===== src/rtl/ps2dft_pkg.sv =====
// Package for the PS/2 device frame transmitter.
// Holds the wait counter width, register indexes, the result record type and
// the wait saturation helper. No dependencies.
package ps2dft_pkg;

    // Width of the tick wait counter.
    localparam int WAIT_BITS = 18;
    localparam int WAIT_MAX  = (1 << WAIT_BITS) - 1;

    // Width of an unsaturated wait request (three times a 16-bit value).
    localparam int REQ_BITS = 18;

    // Configuration register indexes.
    localparam logic CFG_SETUP_TICKS     = 1'b0;
    localparam logic CFG_CLOCK_LOW_TICKS = 1'b1;

    // Reset values of the configuration registers.
    localparam logic [15:0] SETUP_TICKS_RESET     = 16'd240;
    localparam logic [15:0] CLOCK_LOW_TICKS_RESET = 16'd480;

    typedef logic [WAIT_BITS-1:0] wait_t;

    // One result item.
    typedef struct packed {
        logic rejected;
        logic sending;
        logic pull_data_low;
        logic pull_clock_low;
    } result_t;

    // A wait of zero ticks counts as one; long waits clip to the counter range.
    function automatic wait_t sat_wait(input logic [REQ_BITS-1:0] n);
        wait_t result;
        if (n == '0)
        begin
            result = wait_t'(1);
        end
        else if (32'(n) > 32'(WAIT_MAX))
        begin
            result = wait_t'(WAIT_MAX);
        end
        else
        begin
            result = wait_t'(n);
        end
        return result;
    endfunction

endpackage


===== src/rtl/ps2dft_core.sv =====
// Frame sequencer of the PS/2 device frame transmitter.
// Holds the frame state and the configuration registers and computes the
// result of each accepted transaction. Depends on ps2dft_pkg.
module ps2dft_core
    import ps2dft_pkg::*;
(
    input  logic          clk,
    input  logic          rst_n,
    input  logic          in_fire,
    input  logic          func,
    input  logic [7:0]    send_byte,
    input  logic          clock_line_level,
    input  logic          data_line_level,
    input  logic          cfg_fire,
    input  logic          cfg_index,
    input  logic [15:0]   cfg_data,
    output result_t       result
);

    typedef enum logic [1:0] {
        PH_SETUP_PRE  = 2'd0,
        PH_CLOCK_LOW  = 2'd1,
        PH_SETUP_POST = 2'd2,
        PH_GAP        = 2'd3
    } phase_t;

    localparam logic [3:0] SLOT_START     = 4'd0;
    localparam logic [3:0] SLOT_LAST_DATA = 4'd8;
    localparam logic [3:0] SLOT_PARITY    = 4'd9;
    localparam logic [3:0] SLOT_STOP      = 4'd10;
    localparam logic [3:0] SLOT_GAP       = 4'd11;

    logic [15:0] setup_ticks_reg;
    logic [15:0] clock_low_ticks_reg;

    logic        active_reg, active_next;
    logic [3:0]  slot_reg, slot_next;
    phase_t      phase_reg, phase_next;
    wait_t       wait_reg, wait_next;
    logic [7:0]  shift_reg, shift_next;
    logic        parity_reg, parity_next;
    logic        clock_low_reg, clock_low_next;
    logic        data_low_reg, data_low_next;
    logic        rejected;

    wait_t             setup_wait;
    wait_t             low_wait;
    wait_t             gap_wait;
    logic [REQ_BITS-1:0] gap_req;
    logic [3:0]        slot_inc;

    // Wait lengths derived from the configuration.
    assign gap_req    = {2'b00, clock_low_ticks_reg} + {1'b0, clock_low_ticks_reg, 1'b0};
    assign setup_wait = sat_wait({2'b00, setup_ticks_reg});
    assign low_wait   = sat_wait({2'b00, clock_low_ticks_reg});
    assign gap_wait   = sat_wait(gap_req);
    assign slot_inc   = slot_reg + 4'd1;

    // Next frame state for the accepted transaction.
    always_comb
    begin
        active_next    = active_reg;
        slot_next      = slot_reg;
        phase_next     = phase_reg;
        wait_next      = wait_reg;
        shift_next     = shift_reg;
        parity_next    = parity_reg;
        clock_low_next = clock_low_reg;
        data_low_next  = data_low_reg;
        rejected       = 1'b0;

        if (in_fire)
        begin
            if (func)
            begin
                if (active_reg || !clock_line_level || !data_line_level)
                begin
                    rejected = 1'b1;
                end
                else
                begin
                    // Start bit: data low, then setup before the first clock.
                    active_next    = 1'b1;
                    shift_next     = send_byte;
                    parity_next    = 1'b1;
                    clock_low_next = 1'b0;
                    slot_next      = SLOT_START;
                    phase_next     = PH_SETUP_PRE;
                    data_low_next  = 1'b1;
                    wait_next      = setup_wait;
                end
            end
            else if (active_reg)
            begin
                if (wait_reg > wait_t'(1))
                begin
                    wait_next = wait_reg - wait_t'(1);
                end
                else
                begin
                    case (phase_reg)
                        PH_SETUP_PRE:
                        begin
                            clock_low_next = 1'b1;
                            phase_next     = PH_CLOCK_LOW;
                            wait_next      = low_wait;
                        end
                        PH_CLOCK_LOW:
                        begin
                            clock_low_next = 1'b0;
                            phase_next     = PH_SETUP_POST;
                            wait_next      = setup_wait;
                        end
                        PH_SETUP_POST:
                        begin
                            if (slot_reg < SLOT_STOP)
                            begin
                                // Move on to the next bit and set the data line.
                                slot_next  = slot_inc;
                                phase_next = PH_SETUP_PRE;
                                wait_next  = setup_wait;
                                if (slot_inc <= SLOT_LAST_DATA)
                                begin
                                    data_low_next = !shift_reg[0];
                                    parity_next   = parity_reg ^ shift_reg[0];
                                    shift_next    = {1'b0, shift_reg[7:1]};
                                end
                                else if (slot_inc == SLOT_PARITY)
                                begin
                                    data_low_next = !parity_reg;
                                end
                                else
                                begin
                                    data_low_next = 1'b0;
                                end
                            end
                            else
                            begin
                                slot_next  = SLOT_GAP;
                                phase_next = PH_GAP;
                                wait_next  = gap_wait;
                            end
                        end
                        default:
                        begin
                            // End of the trailing gap: back to idle.
                            active_next    = 1'b0;
                            slot_next      = SLOT_START;
                            phase_next     = PH_SETUP_PRE;
                            wait_next      = '0;
                            clock_low_next = 1'b0;
                            data_low_next  = 1'b0;
                        end
                    endcase
                end
            end
        end
    end

    // Result of the transaction, taken from the updated state.
    always_comb
    begin
        result.pull_clock_low = clock_low_next;
        result.pull_data_low  = data_low_next;
        result.sending        = active_next;
        result.rejected       = rejected;
    end

    // Frame state registers.
    always_ff @(posedge clk or negedge rst_n)
    begin
        if (!rst_n)
        begin
            active_reg    <= 1'b0;
            slot_reg      <= SLOT_START;
            phase_reg     <= PH_SETUP_PRE;
            wait_reg      <= '0;
            shift_reg     <= '0;
            parity_reg    <= 1'b1;
            clock_low_reg <= 1'b0;
            data_low_reg  <= 1'b0;
        end
        else
        begin
            active_reg    <= active_next;
            slot_reg      <= slot_next;
            phase_reg     <= phase_next;
            wait_reg      <= wait_next;
            shift_reg     <= shift_next;
            parity_reg    <= parity_next;
            clock_low_reg <= clock_low_next;
            data_low_reg  <= data_low_next;
        end
    end

    // Configuration registers.
    always_ff @(posedge clk or negedge rst_n)
    begin
        if (!rst_n)
        begin
            setup_ticks_reg     <= SETUP_TICKS_RESET;
            clock_low_ticks_reg <= CLOCK_LOW_TICKS_RESET;
        end
        else if (cfg_fire)
        begin
            case (cfg_index)
                CFG_SETUP_TICKS:     setup_ticks_reg     <= cfg_data;
                CFG_CLOCK_LOW_TICKS: clock_low_ticks_reg <= cfg_data;
                default:             setup_ticks_reg     <= setup_ticks_reg;
            endcase
        end
    end

`ifndef SYNTHESIS
    // An idle block has no wait pending; a busy one always has one.
    assert property (@(posedge clk) disable iff (!rst_n)
        (active_reg == (wait_reg != '0)))
        else $error("wait counter does not match the busy flag");

    // The gap phase belongs to the gap slot only.
    assert property (@(posedge clk) disable iff (!rst_n)
        ((phase_reg == PH_GAP) == (slot_reg == SLOT_GAP)))
        else $error("gap phase and gap slot disagree");

    // The slot never runs past the gap.
    assert property (@(posedge clk) disable iff (!rst_n)
        (slot_reg <= SLOT_GAP))
        else $error("bit slot out of range");

    // A refused request leaves the frame untouched.
    assert property (@(posedge clk) disable iff (!rst_n)
        (in_fire && rejected) |=> ($stable(active_reg) && $stable(slot_reg)
                                   && $stable(wait_reg) && $stable(data_low_reg)))
        else $error("rejected request changed the frame state");
`endif

endmodule


===== src/rtl/ps2dft_out_reg.sv =====
// Result register of the PS/2 device frame transmitter.
// Holds one result item for the output stream and frees as it is taken.
// Depends on ps2dft_pkg.
module ps2dft_out_reg
    import ps2dft_pkg::*;
(
    input  logic    clk,
    input  logic    rst_n,
    input  logic    load,
    input  result_t load_data,
    output logic    can_load,
    output logic    out_valid,
    input  logic    out_ready,
    output result_t out_data
);

    logic    valid_reg;
    result_t data_reg;

    // A new result can enter when the register is empty or drains now.
    assign can_load  = !valid_reg || out_ready;
    assign out_valid = valid_reg;
    assign out_data  = data_reg;

    // Valid flag.
    always_ff @(posedge clk or negedge rst_n)
    begin
        if (!rst_n)
        begin
            valid_reg <= 1'b0;
        end
        else if (can_load)
        begin
            valid_reg <= load;
        end
    end

    // Result payload.
    always_ff @(posedge clk)
    begin
        if (load && can_load)
        begin
            data_reg <= load_data;
        end
    end

endmodule


===== src/rtl/ps2_device_frame_transmitter.sv =====
// PS/2 device-to-host frame transmitter. Each input transaction is either a
// time tick (tuser = 0) or a request to send a byte (tuser = 1), and each one
// yields exactly one result transaction with the open-drain line controls, the
// busy flag and the reject flag. One transaction is taken per clock cycle; the
// result appears in the next cycle from a single result register, which is the
// only thing that throttles the input when the output side stalls. Requests
// are refused while a frame or its trailing gap is in progress or while a
// sensed line is low. Bit timing is counted in ticks set by the two configuration
// registers, which the user must write through the cfg channel only while idle;
// the block does not enforce this. Depends on ps2dft_pkg, ps2dft_core and ps2dft_out_reg.
module ps2_device_frame_transmitter
    import ps2dft_pkg::*;
(
    input  logic        clk,
    input  logic        rst_n,
    // Input stream.
    input  logic        s_axis_tvalid,
    output logic        s_axis_tready,
    input  logic [15:0] s_axis_tdata,  // [7:0] send_byte, [8] clock_line_level,
                                       // [9] data_line_level, [15:10] zero
    input  logic        s_axis_tuser,  // [0] func
    // Result stream.
    output logic        m_axis_tvalid,
    input  logic        m_axis_tready,
    output logic [7:0]  m_axis_tdata,  // [0] pull_clock_low, [1] pull_data_low,
                                       // [2] sending, [3] rejected, [7:4] zero
    // Configuration write channel.
    input  logic        cfg_valid,
    output logic        cfg_ready,
    input  logic        cfg_index,
    input  logic [15:0] cfg_data
);

    logic    in_fire;
    logic    can_load;
    result_t core_result;
    result_t out_result;

    assign s_axis_tready = can_load;
    assign in_fire       = s_axis_tvalid && can_load;
    assign cfg_ready     = 1'b1;

    ps2dft_core u_core (
        .clk              (clk),
        .rst_n            (rst_n),
        .in_fire          (in_fire),
        .func             (s_axis_tuser),
        .send_byte        (s_axis_tdata[7:0]),
        .clock_line_level (s_axis_tdata[8]),
        .data_line_level  (s_axis_tdata[9]),
        .cfg_fire         (cfg_valid),
        .cfg_index        (cfg_index),
        .cfg_data         (cfg_data),
        .result           (core_result)
    );

    ps2dft_out_reg u_out_reg (
        .clk       (clk),
        .rst_n     (rst_n),
        .load      (in_fire),
        .load_data (core_result),
        .can_load  (can_load),
        .out_valid (m_axis_tvalid),
        .out_ready (m_axis_tready),
        .out_data  (out_result)
    );

    // Pack the result fields, lowest bit first.
    assign m_axis_tdata = {4'b0000, out_result.rejected, out_result.sending,
                           out_result.pull_data_low, out_result.pull_clock_low};

endmodule

===== config.mk =====
export PLATFORM = sky130hd
export DESIGN_NAME = ps2_device_frame_transmitter
export DESIGN_NICKNAME = d
export VERILOG_FILES = /design/src/rtl/ps2dft_pkg.sv /design/src/rtl/ps2dft_core.sv /design/src/rtl/ps2dft_out_reg.sv /design/src/rtl/ps2_device_frame_transmitter.sv
export SDC_FILE = /design/constraint.sdc
export NUM_CORES = 1
export LEC_CHECK = 0
export ABC_CLOCK_PERIOD_IN_PS = 3980
export BUFFER_PORTS_ARGS = -buffer_cell sky130_fd_sc_hd__buf_2
export CELL_PAD_IN_SITES_DETAIL_PLACEMENT = 1
export CELL_PAD_IN_SITES_GLOBAL_PLACEMENT = 2
export CORE_MARGIN = 5
export CORE_UTILIZATION = 30
export CTS_CLUSTER_SIZE = 30
export DETAILED_ROUTE_END_ITERATION = 10
export PLACE_DENSITY_LB_ADDON = 0.1
export SLEW_MARGIN = 20
export SYNTH_ARGS = -nofsm -noshare
export SYNTH_HDL_FRONTEND = slang
export SYNTH_SLANG_ARGS = --single-unit

===== constraint.sdc =====
create_clock -name clk -period 3.98 [get_ports clk]
set_clock_uncertainty 0.15 [all_clocks]
set_input_delay 0.796 -clock clk [delete_from_list [all_inputs] [get_ports clk]]
set_output_delay 0.796 -clock clk [all_outputs]
set_load 0.02 [all_outputs]

==> results.md <==
* Leading area contributor after synthesis: dfrtp_1
* PwrDens at 479 mW/mm^2
* Status: finished clean
* Post-synth EDFFs at 4
* Synth-to-Final Area Change at 13.3%
* Largest net degree at the start of global routing at 70
* Synth Area in Compound Gates at 0.195
* Top achievable clock speed at 0.293 GHz
* # IOs at 50
* Final-report hold violation count at 0
* GRT Util Overall at 0.167
* Fin crit period at 3.41 ns
* Post-Layout Inst Area at 0.00575 sq mm
* 1st-iter DRT viols at 262
* Post-synth top cells: dfrtp_1, nand2_1, nor2_1
* Clock sink total at 73
* Port buffer count at 38
* DP Area at 0.00545 sq mm
* Cts bufs inserted at 9
* Clock Latency Late Sink at 0.35 ns
* Worst-Margin Slew at 0.950 ns
* Crit path max fanout at 8
* Adder-cell share of the synthesized area at 0.0729
* Reg2Reg Launch Point: u_core.wait_reg[6]
* Ys Warns at 0
* Post-CTS Setup Repair Bufs at 0
* Leakage power at 2.44 nW
* Async SR Flop Fraction at 0.945
* Simple-gate area share of the yosys netlist at 0.162
* Drt pass-1 iters at 4
* Synth Area in XOR/XNOR at 0.0431
* Post-DR wirelength/cell at 19.8 um
* Core Region at 0.0166 sq mm
* CTS max path bufs at 2
* Via/cell ratio at 5.30
* Setup TNS at 0 ns
* Initial antenna violation count at 0
* Crit start category: register
* First-pass GRT wire length at 26000 um
* CP max-delay cell: or4_1
* HPWL after DPL at 11900 um
* Largest family of logic cells by synthesized area: compound AO/OA/AOI/OAI gates
* Post-synthesis sequential area ratio at 0.366
* Final #Nets at 646
* Register bit total from synthesis at 73
* Largest register FFs at 18
* Max_cap viols at 0
* Mapped Cells at 544
* Critical path's top delay family: simple AND/OR/NAND/NOR gates
* Final worst-path cycle share at 0.856
* Fillers at 1950
* Register area at 0.00186 sq mm
* CP required at 4.11 ns
* Multi-input gate area at 0.00290 sq mm
* Routability cong. at 0.804
* Hold path startpoint: u_core.shift_reg[3]
* Post-synth top area share at 0.296
* Layout cells sized above 1 at 0.206
* Unrepaired setup endpoints after global routing: false
* Most frequent cell after synthesis: dfrtp_1
* Top cells by area, synth: dfrtp_1, ha_1, mux2_2
* Starting density of the core at 0.306
* # setup viols final at 0
* Post-Syn Area at 0.00508 sq mm
* Site Rows at 47
* Crit-path cells: or4_1 -> or4_4 -> or3_1 -> a21oi_1 -> nand2_1 -> o22ai_1 -> a31o_2
* Library cells used by synthesis at 73
* Clock-pin transition on the worst setup and hold timing paths at 0.06 ns
* DRC Markers at 0
* Mux cell area share after synthesis at 0.0943
* Vias in the first global route at 4491
* Die X-Extent at 140 um
* Hold Path Class: register to register
* CTS tree: built
* Slew headroom at 0.367
* Crit path launch: u_core.wait_reg[6]
* Wirelength, routed at 15900 um
* Hold slack final at 0.375 ns
* Synth Flop Type: dfrtp_1
* Crit path kind: register to register
* Root buf cell: clkbuf_16
* Antenna-violating nets left at 0
* # diodes at 0
* Critical path arrival at 3.54 ns
* Grt ovf at 0
* CTS Hold Bufs at 0
* H-tree lvl count at 3
* PostCTS Resize Cnt at 0
* VDD IR max at 176 uV
* Final Max Slew Viols at 0
* Worst Setup End Kind: register
* Max incr delay on CP at 0.69 ns
* Via Count at 4255
* DIE AREA at 0.0196 sq mm
* CP Buf/Inv Count at 0
* Syn avg cell area at 9.34 sq um
* Die height at 140 um
worst reg2reg max path, delay by kind of cell (launching register included):
family	cells	cell delay [ns]
AND/OR/NAND/NOR	4	2.01
AO/OA/AOI/OAI	3	0.77
flip-flops	1	0.43
area by class of cell:
type                            count  share of cell area
Clock buffer                       11              0.0422
Clock inverter                      5              0.0111
Inverter                           32              0.0209
Multi-Input combinational cell    411               0.505
Sequential cell                    73               0.323
Tap cell                          220              0.0478
Timing Repair Buffer               51              0.0505
report_power, final:
part	internal (W)	switching [W]	total, W
sequential	0.000868	0.000145	0.00101
combinational	0.000388	0.000494	0.000882
clock	0.000508	0.000350	0.000858
total	0.00176	0.000990	0.00275
per-stage QoR:
| stage | setup slack [ns] | instances | util | power [W] |
|---|---|---|---|---|
| after floorplan | 0.955 | 547 | - | 0.00163 |
| after global placement | 0.580 | 787 | 0.328 | 0.00189 |
| after detailed placement | 0.567 | 787 | 0.328 | 0.00191 |
| after CTS | 0.541 | 803 | 0.347 | 0.00279 |
| after global routing | 0.337 | 803 | 0.347 | 0.00293 |
| final | 0.572 | 803 | 0.347 | 0.00275 |
metal layers:
metal / vias up / GRT usage / wire length, um
met5: - / 0 / 0
li1: 2066 / - / -
met1: 2120 / 0.244 / 7990
met3: 12 / 0.0215 / 496
met2: 57 / 0.261 / 7260
met4: 0 / 0.0444 / 189
layout by cell type, fill, tap and decap left out, types with 7 or more instances in the layout:
cell type and count:
a21o_1 8, buf_2 37, nor3_1 17, mux2i_1 13, buf_4 14, xnor2_1 17, nand4_1 7, a222oi_1 7
a31oi_1 7, xor2_1 8, a221oi_1 7, o22ai_1 8, dfrtp_1 60, clkbuf_16 9, dfstp_2 9, inv_1 31
mux2_2 31, nor4_1 7, a21oi_1 26, nand2_1 42, nor2_1 38, o21a_1 7, o21ai_0 35, ha_1 28
path summary, 6_finish.rpt:
check	endpoint	slack, ns	cells past startpoint
max	u_core.wait_reg[7]	0.57	7
min	u_core.shift_reg[3]	0.37	2
max reg2reg	u_core.wait_reg[7]	0.57	7
min reg2reg	u_core.shift_reg[3]	0.37	2
max in group asynchronous	u_core.wait_reg[10]	2.61	1
min in group asynchronous	u_core.shift_reg[5]	0.45	1
kinds of logic after synthesis:
kind of cell / count (synthesis)
flip-flops: 73
other: 2
buffers and inverters: 63
multiplexers: 44
adder cells (fa/ha/maj): 29
AO/OA/AOI/OAI: 147
AND/OR/NAND/NOR: 161
XOR/XNOR: 25
Power figures use the tool's default switching activity.
